### config.mk
export PLATFORM = sky130hd
export DESIGN_NAME = dd_odo_cordic
export DESIGN_NICKNAME = d
export VERILOG_FILES = /design/src/dd_odo_pkg.sv /design/src/dd_odo_cordic.sv
export SDC_FILE = /design/constraint.sdc
export NUM_CORES = 1
export LEC_CHECK = 0
export ABC_AREA = 1
export BUFFER_PORTS_ARGS = -buffer_cell sky130_fd_sc_hd__buf_2
export CORE_MARGIN = 3
export CORE_UTILIZATION = 40
export CTS_CLUSTER_DIAMETER = 150
export DETAILED_ROUTE_END_ITERATION = 10
export PLACE_DENSITY = 0.59
export SETUP_SLACK_MARGIN = 0.05
export SLEW_MARGIN = 20
export SYNTH_ARGS = -nofsm -noshare
export SYNTH_HDL_FRONTEND = slang
export SYNTH_SLANG_ARGS = --single-unit
export TNS_END_PERCENT = 10
### constraint.sdc
create_clock -name clk -period 3.8 [get_ports clk]
set_clock_uncertainty 0.15 [all_clocks]
set_input_delay 0.38 -clock clk [delete_from_list [all_inputs] [get_ports clk]]
set_output_delay 0.38 -clock clk [all_outputs]
set_load 0.005 [all_outputs]
### src/dd_odo_pkg.sv
`timescale 1ns / 1ps
`default_nettype none
package dd_odo_pkg;

  localparam int CORDIC_STEPS_DEF = 16;

  // Fixed-point constants
  localparam logic [15:0] RADIUS_RST   = 16'd5898;
  localparam logic [23:0] INV_TRACK_RST = 24'd105703;
  localparam logic signed [31:0] RPM_TO_RAD = 32'sd1756906;    // 2*pi/60, Q0.24
  localparam logic signed [31:0] US_TO_SEC  = 32'sd1099512;    // 1e-6 s, Q0.40
  localparam logic signed [31:0] RAD_TO_BAM = 32'sd683565276;  // 2^32/(2*pi), scaled
  localparam logic signed [33:0] CORDIC_GAIN = 34'sd652032874;

  // Register indexes
  localparam logic REG_RADIUS    = 1'b0;
  localparam logic REG_INV_TRACK = 1'b1;

  // Arctangent of 2^-k as binary angle
  function automatic logic [29:0] atan_step(input logic [4:0] k);
    logic [29:0] r;
    case (k)
      5'd0:  r = 30'd536870912;
      5'd1:  r = 30'd316933406;
      5'd2:  r = 30'd167458907;
      5'd3:  r = 30'd85004756;
      5'd4:  r = 30'd42667331;
      5'd5:  r = 30'd21354465;
      5'd6:  r = 30'd10679838;
      5'd7:  r = 30'd5340245;
      5'd8:  r = 30'd2670163;
      5'd9:  r = 30'd1335087;
      5'd10: r = 30'd667544;
      5'd11: r = 30'd333772;
      5'd12: r = 30'd166886;
      5'd13: r = 30'd83443;
      5'd14: r = 30'd41722;
      5'd15: r = 30'd20861;
      5'd16: r = 30'd10430;
      5'd17: r = 30'd5215;
      5'd18: r = 30'd2608;
      5'd19: r = 30'd1304;
      5'd20: r = 30'd652;
      5'd21: r = 30'd326;
      5'd22: r = 30'd163;
      5'd23: r = 30'd81;
      5'd24: r = 30'd41;
      5'd25: r = 30'd20;
      5'd26: r = 30'd10;
      5'd27: r = 30'd5;
      5'd28: r = 30'd3;
      5'd29: r = 30'd1;
      5'd30: r = 30'd1;
      default: r = 30'd0;
    endcase
    return r;
  endfunction

  // Round half up, then arithmetic shift right
  function automatic logic signed [79:0] rshr(input logic signed [79:0] v,
                                              input logic [5:0] s);
    logic signed [79:0] h;
    h = 80'sd1 <<< (s - 6'd1);
    return (v + h) >>> s;
  endfunction

  function automatic logic signed [23:0] sat24(input logic signed [79:0] v);
    logic signed [23:0] r;
    if (v > 80'sd8388607) r = 24'sh7FFFFF;
    else if (v < -80'sd8388608) r = 24'sh800000;
    else r = v[23:0];
    return r;
  endfunction

  function automatic logic signed [15:0] sat_quat(input logic signed [79:0] v);
    logic signed [15:0] r;
    if (v > 80'sd16384) r = 16'sd16384;
    else if (v < -80'sd16384) r = -16'sd16384;
    else r = v[15:0];
    return r;
  endfunction

endpackage
`default_nettype wire

### src/dd_odo_cordic.sv
`timescale 1ns / 1ps
`default_nettype none
// Iterative rotation-mode CORDIC, one step per cycle, cos/sin in Q1.30
module dd_odo_cordic
  import dd_odo_pkg::*;
#(
  parameter int CORDIC_STEPS = CORDIC_STEPS_DEF
) (
  input  wire logic               clk,
  input  wire logic               rst,
  input  wire logic               start,
  input  wire logic [31:0]        angle,
  output logic                    busy,
  output logic signed [31:0]      cos_out,
  output logic signed [31:0]      sin_out
);
  localparam int IW = $clog2(CORDIC_STEPS + 1);

  logic signed [33:0] x, y;
  logic signed [32:0] z;
  logic               flip;
  logic [IW-1:0]      i;
  logic [31:0]        folded;
  logic [4:0]         k;
  logic signed [32:0] da;

  // Fold second and third quadrant by half a turn
  assign folded = (angle[31:30] == 2'b01 || angle[31:30] == 2'b10) ?
                  angle + 32'h8000_0000 : angle;
  assign k  = 5'(i);
  assign da = $signed({3'b000, atan_step(k)});

  always_ff @(posedge clk) begin
    if (start) begin
      x    <= CORDIC_GAIN;
      y    <= '0;
      z    <= $signed({folded[31], folded});
      flip <= (angle[31:30] == 2'b01 || angle[31:30] == 2'b10);
    end else if (busy) begin
      if (!z[32]) begin
        x <= x - (y >>> k);
        y <= y + (x >>> k);
        z <= z - da;
      end else begin
        x <= x + (y >>> k);
        y <= y - (x >>> k);
        z <= z + da;
      end
    end
  end

  always_ff @(posedge clk) begin
    if (rst) begin
      busy <= 1'b0;
      i    <= '0;
    end else if (start) begin
      busy <= 1'b1;
      i    <= '0;
    end else if (busy) begin
      i <= i + 1'b1;
      if (i == IW'(CORDIC_STEPS - 1)) busy <= 1'b0;
    end
  end

  assign cos_out = flip ? -x[31:0] : x[31:0];
  assign sin_out = flip ? -y[31:0] : y[31:0];
endmodule
`default_nettype wire

==> flow_summary.ini, run 1 <==
[cells_and_area]
regArea_mm2 = 0.00311
diodes = 0
syn_to_final_growth_pct = 54.8
fin_cells = 4423
fin_nets = 3968
drive_above_1_share_pct = 36.8
layout_commonest_cell = buf_4
fin_util_pct = 62.9
layout_common_cells = buf_4 (717), nand2_1 (657), nand3_1 (357)
multiInputGateArea_mm2 = 0.0154
nFillCells = 4165

[route]
num_vias = 23800
routedWlPerCell_um = 17.6
first_pass_iters = 8
wirelength_um = 78100
ant_nets = 0
avgViaCountPerCell = 5.39
remaining_drc_errors = 0
drt_iter0_drc = 1845

[clocking]
clkLatencyLatePin_ps = 500
cts_max_level = 4
clk_pin_slew_ps = 70
clk_path_buf_depth = 2
cts_buffers = 17
cts.sinks = 138
cts_root_buf = clkbuf_16
cts_tree = done

[outcome]
status = finished with violations
violations = setup timing

[synth]
synth-edff-count = 34
avgSynthCellArea_um2 = 5.91
yosysWarnings = 0
ys_ff_latch = 138
synth_nets = 3203
synth.area.top_cells = nand2_1 (16%), nand3_1 (13%), dfxtp_1 (12%), ha_1 (7.8%), inv_1 (6.8%)
ys_types = 58
yosysSeqAreaShare_pct = 17.2
netlist_instances = 3053
async_flop_share_pct = 0
yosys.area.top_type_share_pct = 15.6
synth.largest_area_cell = nand2_1
syn_area_mm2 = 0.0180
synth_flop_cell = dfxtp_1

[placed_design]
hpwlAfterDp_um = 59000
place.gp.congestion = 0.969
portBuffers = 99
pre_cts_slack_ps = -1130
place_inst = 4319

[global_routing]
grt_pass1_vias = 22300
met2_usage_pct = 54.1
grtUsageMet3_pct = 4.02
met1_usage_pct = 38.2
grt.busiest_layer = met2
grt_pass1_wl_um = 117000
grtUsageTotal_pct = 30.8
antenna_found_initial = 0
grt_max_degree = 52
gr-total-overflow = 0

[run]
maxCapViolCount = 0

[critical_path]
cp.arrival_ps = 4910
worst_setup_path_start_kind = flip-flop
rrSetupSlack_ps = -830
crit_family = simple AND/OR/NAND/NOR gates
worstPathMaxFanout = 8
worst-path-buf-inv = 6
slowest_delay_ps = 390
cpMostUsedCell = nand2_1
crit_required_ps = 4080
crit_path_end_kind = flip-flop
worstSetupPathType = flip-flop to flip-flop
slowest_stage = dfxtp_4

[floorplanning]
row_count = 77
die_w_um = 218
die_height_um = 218
die-area_mm2 = 0.0477
start_util_pct = 40.6
num_io_pins = 100
fp.coreArea_mm2 = 0.0444

[timing]
layout_min_cycle_time_ps = 4630
timing.final.hold_violations = 0
tightest_slew_ps = 853
max_slew_margin_pct = 43.1
fmax_mhz = 216
rsz0062_at_grt = true
setup_ws_ps = -829
min_period_over_period_pct = 122
final-max-slew-violation-count = 0
whs_ps = 24.9
setup_viol = 63

[power_and_ir_drop]
peakVddDrop_uv = 526
p_leak_nw = 14.1
powerDensity_mw_per_mm2 = 751

[min_path]
hold_class = input pin to flip-flop
==> registers in the layout (all words and copies together) (netlist names) <==
| name | flops |
|---|---|
| y | 34 |
| busy | 1 |
| i | 5 |
| x | 34 |
| flip | 1 |
| da | 30 |
| z | 33 |
==> synthesized netlist by cell type (10+ instances only) <==
cell      count
buf_1        16
a21oi_1     205
o21ai_0     153
a31oi_1      36
nor3_1       46
nand3_1     471
ha_1        112
o21ai_1      15
xnor2_1      65
buf_2        29
clkbuf_1     68
nand2_2      11
nand4_1      23
nand2_1     748
inv_1       327
xor2_1      124
dfxtp_1     104
buf_4        10
o211ai_1     10
edfxtp_1     34
or2_2        29
nor2_1      285
==> routing by layer <==
metal | vias up | wire length, µm
met5 | - | 0
met4 | 0 | 3040
met3 | 169 | 4030
met2 | 724 | 38100
met1 | 11200 | 32900
li1 | 11700 | -
==> logic make-up after synthesis <==
logic type	after synthesis	synth area share [%]
buffers and inverters	465	10.5
xor gates and xnor gates	189	9.18
and+or+nand+nor	1648	39.5
DFF	138	17.2
adders and majority gates	115	8.10
AOI/OAI and AO/OA	498	15.5
==> path summary, 6_finish.rpt <==
check / depth (start not counted) / from / end
worst max-delay path: 32 / i[0] / x[33]
worst min register to register: 2 / busy / i[1]
worst min-delay path: 3 / angle[21] / z[21]
worst max register to register: 32 / i[0] / x[33]
==> what timing repair did <==
item	CTS	global route
hold endpoints to repair	20	0
cloned	1	7
buffers inserted	7	38
gates resized for setup	177	430
pin swaps	35	134
endpoints found under the setup margin	91	96
hold buffers	20	0
==> worst register-to-register path, delay by kind of cell (launching register included) <==
| family | cells | cell delay [ps] |
|---|---|---|
| fa+ha+maj | 2 | 380 |
| compound gates | 8 | 1350 |
| simple gates | 16 | 1680 |
| buf+inv | 6 | 610 |
| flops | 1 | 390 |
==> report_power, final <==
part	total (mW)	switching [mW]	leakage, nW	internal (mW)
registers	2.23	0.332	1.20	1.89
clock network	1.90	0.798	0.295	1.10
logic	16.9	8.79	12.6	8.07
==> layout make-up <==
class                      count  share of cell area (%)
inverter                     333                    4.57
multi-input combinational   2450                    55.1
tap                          592                    2.65
clock inverter                14                   0.685
sequential                   138                    11.1
timing repair inverter         3                   0.139
clock buffer                  18                    1.54
timing repair buffer         875                    24.2
==> metrics by stage <==
stage	power (mW)	TNS, ps	instance area, µm²
after global routing	22.6	-45380	27900
after CTS	19.0	-22560	25700
final	21.0	-26040	27900
after floorplan	9.82	-1640	18100
after global placement	16.3	-36350	24200
after detailed placement	16.4	-42080	24200
Power figures use the tool's default switching activity.
==> run 2, diff against run 1 <==
--- a/config.mk
+++ b/config.mk
@@ -13,7 +13,8 @@
 export DETAILED_ROUTE_END_ITERATION = 10
 export PLACE_DENSITY = 0.59
 export SETUP_SLACK_MARGIN = 0.05
-export SLEW_MARGIN = 20
+export SKIP_LAST_GASP = 1
+export SLEW_MARGIN = 5
 export SYNTH_ARGS = -nofsm -noshare
 export SYNTH_HDL_FRONTEND = slang
 export SYNTH_SLANG_ARGS = --single-unit
==> run 2 against run 1 <==
The flow still finishes with violations (setup timing). Non-clock buffer count decreased by 21. Via count decreased by 2.6%. Sequential share of layout area increased by 0.80 points. Die area unchanged. Core utilization decreased by 4.2 points. First-iteration DRC count decreased by 11%. Clock-buffer cell count unchanged. Global-route usage decreased by 0.23 points. Critical path depth decreased by 3. Power decreased by 7.0%. Cell count decreased by 0.54%. Critical path type unchanged. Critical endpoint is now y[26]. Largest cell class unchanged.
==> flow_summary.ini, run 2 (same netlist as run 1, synthesis figures left out) <==
[outcome]
status = finished with violations
violations = setup timing

[global_routing]
grt_pass1_vias = 22100
met2_usage_pct = 53.3
grtUsageMet3_pct = 4.24
grt_pass1_wl_um = 116000
grt_max_degree = 52
gr-total-overflow = 0
antenna_found_initial = 0
grt.busiest_layer = met2
met1_usage_pct = 38.2
grtUsageTotal_pct = 30.5

[route]
routedWlPerCell_um = 17.0
avgViaCountPerCell = 5.27
first_pass_iters = 6
ant_nets = 0
wirelength_um = 74700
remaining_drc_errors = 0
num_vias = 23200
drt_iter0_drc = 1637

[cells_and_area]
layout_common_cells = nand2_1 (728), buf_4 (718), nand3_1 (450)
regArea_mm2 = 0.00311
drive_above_1_share_pct = 28.6
stdcell_area_mm2 = 0.0261
diodes = 0
fin_cells = 4399
nFillCells = 4387
fin_nets = 3944
syn_to_final_growth_pct = 44.5
layout_commonest_cell = nand2_1
largestRegisters = x (34), y (34), z (33)
multiInputGateArea_mm2 = 0.0139

[timing]
tightest_slew_ps = 879
final-max-slew-violation-count = 0
layout_min_cycle_time_ps = 4700
fin_tns_setup_ps = -36080
max_slew_margin_pct = 41.4
timing.final.hold_violations = 0
setup_ws_ps = -905
rsz0062_at_grt = true
setup_viol = 83
fmax_mhz = 213
min_period_over_period_pct = 124

[clocking]
clkLatencyLatePin_ps = 490
clk_pin_slew_ps = 70
cts_buffers = 17
cts_root_buf = clkbuf_16
cts_max_level = 4
cts_tree = done
clk_path_buf_depth = 2
cts.sinks = 138

[power_and_ir_drop]
powerDensity_mw_per_mm2 = 748
peakVddDrop_uv = 503
p_leak_nw = 13.5
total_power_mw = 19.5

[critical_path]
worst_setup_path_start_kind = flip-flop
worstSetupPathType = flip-flop to flip-flop
worst-path-buf-inv = 5
cpMostUsedCell = nand2_1
rrSetupSlack_ps = -900
r2r_end = y[26]
crit_family = simple AND/OR/NAND/NOR gates
slowest_delay_ps = 490
r2r_cells = 29
cp.arrival_ps = 4940
rr_startpoint = i[0]
worstPathMaxFanout = 14
crit_required_ps = 4030
crit_path_end_kind = flip-flop
slowest_stage = dfxtp_4

[min_path]
hold_start = angle[21]
hold_depth = 3
hold_class = input pin to flip-flop
hold_end = z[21]

[placed_design]
portBuffers = 99
place_inst = 4319
dpl_cell_area_mm2 = 0.0242
place.gp.congestion = 0.969
pre_cts_slack_ps = -1130
hpwlAfterDp_um = 59000

[floorplanning]
row_count = 77
die_height_um = 218
die-area_mm2 = 0.0477
die_w_um = 218
start_util_pct = 40.6
num_io_pins = 100
fp.coreArea_mm2 = 0.0444

[run]
maxCapViolCount = 0
==> run 2: worst reg2reg max path, delay by kind of cell (launching register included) <==
family | cells | cell delay (ps)
xor gates and xnor gates | 1 | 150
buffers and inverters | 5 | 720
AOI/OAI and AO/OA | 6 | 1130
adders and majority gates | 1 | 320
and+or+nand+nor | 16 | 1630
DFF | 1 | 490
==> run 2: power breakdown <==
group / internal (mW) / switching [mW]
registers: 1.89 / 0.314
logic: 7.44 / 7.96
clock network: 1.10 / 0.800
total: 10.4 / 9.07
==> run 2: metrics by stage <==
stage	utilization, %	hold WS (ps)
floorplan	-	308
global placement	54.4	430
CTS	57.1	2.41
finish	58.7	27.7
detailed placement	54.4	431
global route	58.7	42.8
==> run 2: how the worst max path moves through the flow <==
stage,start,to,slack (ps),cells past startpoint
after global routing,i[0],y[33],-1200,29
after CTS,i[0],x[33],-810,32
after detailed placement,i[1],y[27],-1130,28
after floorplan,i[0],x[33],-140,30
final,i[0],y[26],-900,29
after global placement,i[1],y[27],-1090,28
==> run 2: routing by layer <==
layer  part of all wire [%]  up-vias
met4                    3.6        0
met3                    5.0      145
met1                     43    10800
li1                       -    11600
met2                     48      651
met5                      0        -
==> run 2: cell type report <==
class                           count  share of cell area (%)
Multi-Input combinational cell   2450                    53.3
Timing Repair Buffer              854                    24.7
Sequential cell                   138                    11.9
Inverter                          333                    4.86
Tap cell                          592                    2.84
Clock buffer                       18                    1.65
Clock inverter                     14                   0.734
==> run 2: timing repair <==
action | CTS | global route
endpoints found under the setup margin | 91 | 108
buffers inserted | 7 | 20
pin swaps | 24 | 48
hold endpoints to repair | 20 | 0
hold buffers | 20 | 0
gates resized for setup | 71 | 132
cloned | 1 | 1
==> run 3, diff against run 2 <==
--- a/config.mk
+++ b/config.mk
@@ -18,4 +18,4 @@
 export SYNTH_ARGS = -nofsm -noshare
 export SYNTH_HDL_FRONTEND = slang
 export SYNTH_SLANG_ARGS = --single-unit
-export TNS_END_PERCENT = 10
+export TNS_END_PERCENT = 100
==> constraint.sdc (replaced) <==
create_clock -name clk -period 3.9 [get_ports clk]
set_clock_uncertainty 0.15 [all_clocks]
set_input_delay 0.39 -clock clk [delete_from_list [all_inputs] [get_ports clk]]
set_output_delay 0.39 -clock clk [all_outputs]
set_load 0.005 [all_outputs]
==> run 3 against run 2 <==
The flow still finishes with violations (setup timing). Combinational power is 10% higher. Power grew 7.7%. Setup slack improved by 210 ps. Sequential power about the same. Sequential cell count stayed put. Clock-buffer cell count is 1 higher. Core utilization up 4.0 points. Critical path type unchanged.
==> flow_summary.ini, run 3 (same netlist as run 1, synthesis figures left out) <==
[outcome]
violations = setup timing
status = finished with violations

[floorplanning]
die-area_mm2 = 0.0477
start_util_pct = 40.6
die_height_um = 218
die_w_um = 218
num_io_pins = 100
fp.coreArea_mm2 = 0.0444
row_count = 77

[power_and_ir_drop]
power.share.sequential_pct = 10.4
pwr-share-clk_pct = 8.6
p_leak_nw = 14.1
powerDensity_mw_per_mm2 = 754
p_sw_mw = 10.0
switching_share_pct = 47.8
total_power_mw = 21.0
power_frac_comb_pct = 81.1
peakVddDrop_uv = 638
p_int_mw = 11.0

[critical_path]
worst_setup_path_start_kind = flip-flop
rr_startpoint = i[0]
slowest_delay_ps = 390
slowest_stage = a2111oi_4
crit_path_end_kind = flip-flop
worstSetupPathType = flip-flop to flip-flop
crit_required_ps = 4140
crit_family = simple AND/OR/NAND/NOR gates
cp-startpoint = i[0]
cp.arrival_ps = 4830
worst-path-buf-inv = 9
worstPathMaxFanout = 20

[global_routing]
grt_pass1_vias = 22600
grt_pass1_wl_um = 116000
grt_max_degree = 74
grtUsageTotal_pct = 30.7
antenna_found_initial = 0
gr-total-overflow = 0

[clocking]
clk_pin_slew_ps = 70
cts_root_buf = clkbuf_16
clkLatencyLatePin_ps = 520
cts_max_level = 4
cts.sinks = 138
cts_buffers = 17
cts_tree = done
clk_path_buf_depth = 2

[route]
ant_nets = 0
drt_iter0_drc = 1861
wirelength_um = 78100
num_vias = 23900
first_pass_iters = 5
avgViaCountPerCell = 5.40
routedWlPerCell_um = 17.6
remaining_drc_errors = 0

[timing]
setup_viol = 53
final-max-slew-violation-count = 0
rsz0062_at_grt = true
min_period_over_period_pct = 118
fmax_mhz = 218
max_slew_margin_pct = 34.2
setup_ws_ps = -692
fin_tns_setup_ps = -18560
tightest_slew_ps = 986
layout_min_cycle_time_ps = 4590
timing.final.hold_violations = 0

[placed_design]
hpwlAfterDp_um = 58700
dpl_cell_area_mm2 = 0.0242
place.gp.congestion = 0.967
portBuffers = 99

[cells_and_area]
regArea_mm2 = 0.00312
nFillCells = 4042
diodes = 0
drive_above_1_share_pct = 35.6
layout_commonest_cell = buf_4
multiInputGateArea_mm2 = 0.0153
fin_util_pct = 62.7
stdcell_area_mm2 = 0.0278
layout_common_cells = buf_4 (725), nand2_1 (677), nand3_1 (403)
largestRegisters = x (34), y (34), z (33)
syn_to_final_growth_pct = 54.4
fin_nets = 3979

[run]
maxCapViolCount = 0

[min_path]
hold_class = input pin to flip-flop
hold_start = angle[11]
==> run 3: cell count changes in the layout (fill, tap and decap cells not counted), sizes merged <==
cell         delta
bufbuf          -1
clkbuf          +2
clkinv          +1
dlygate4sd3     +6
inv             +2
clkinvlp        -2
bufinv          -2
buf            +29
==> run 3: worst reg2reg max path, delay by kind of cell, from the launching register on <==
kind	cells	cell delay [ps]
AND/OR/NAND/NOR	11	1200
AO/OA/AOI/OAI	6	1100
buffers and inverters	9	980
adder cells (fa/ha/maj)	2	450
flip-flops	1	380
XOR/XNOR	1	230
==> run 3: per-layer routing <==
metal  track usage (%)  vias to the layer above  share of wire [%]  wire (µm)
met2              54.7                      812                 49      38400
met4              12.3                        0                4.5       3500
met1              36.6                    11200                 41      32000
met3              4.88                      215                5.3       4160
met5                 0                        -                  0          0
li1                  -                    11700                  -          -
==> run 3: path summary, 6_finish.rpt <==
check / endpoint / slack [ps] / cells after the start
worst max-delay path: y[30] / -690 / 29
worst min-delay path: z[11] / 20 / 3
worst max register to register: y[30] / -690 / 29
worst min register to register: x[1] / 470 / 3
==> run 3: metrics by stage <==
step	hold slack (ps)	instances	setup WS [ps]
after floorplan	318	3053	-10.2
after global placement	421	4296	-784
after detailed placement	429	4296	-1010
after CTS	0.389	4403	-661
after global routing	22.5	4434	-967
final	17.2	4434	-692
==> run 3: power by group through the flow <==
stage / Combinational [mW] / Sequential, mW / Clock [mW]
6_report: 17.0 / 2.18 / 1.80
4_1_cts: 15.1 / 2.16 / 1.84
2_1_floorplan: 7.52 / 2.12 / 0
3_3_place_gp: 13.5 / 2.17 / 0
3_5_place_dp: 13.7 / 2.18 / 0
5_1_grt: 18.5 / 2.20 / 1.88
==> run 3: layout make-up <==
type / instances / area share [%]
inverters: 333 / 4.55
clock buffers: 19 / 1.59
clock inverters: 13 / 0.566
flip-flops and latches: 138 / 11.2
repair buffers: 889 / 24.4
well taps: 592 / 2.66
multi-input cells: 2450 / 55.1
==> run 3: what timing repair did <==
item	4_1_cts	5_1_grt
buffers inserted	49	30
cloned	0	2
hold buffers	26	0
setup endpoints to repair	82	101
pin swaps	120	114
endpoints found under the hold margin	26	0
resized for setup	241	294
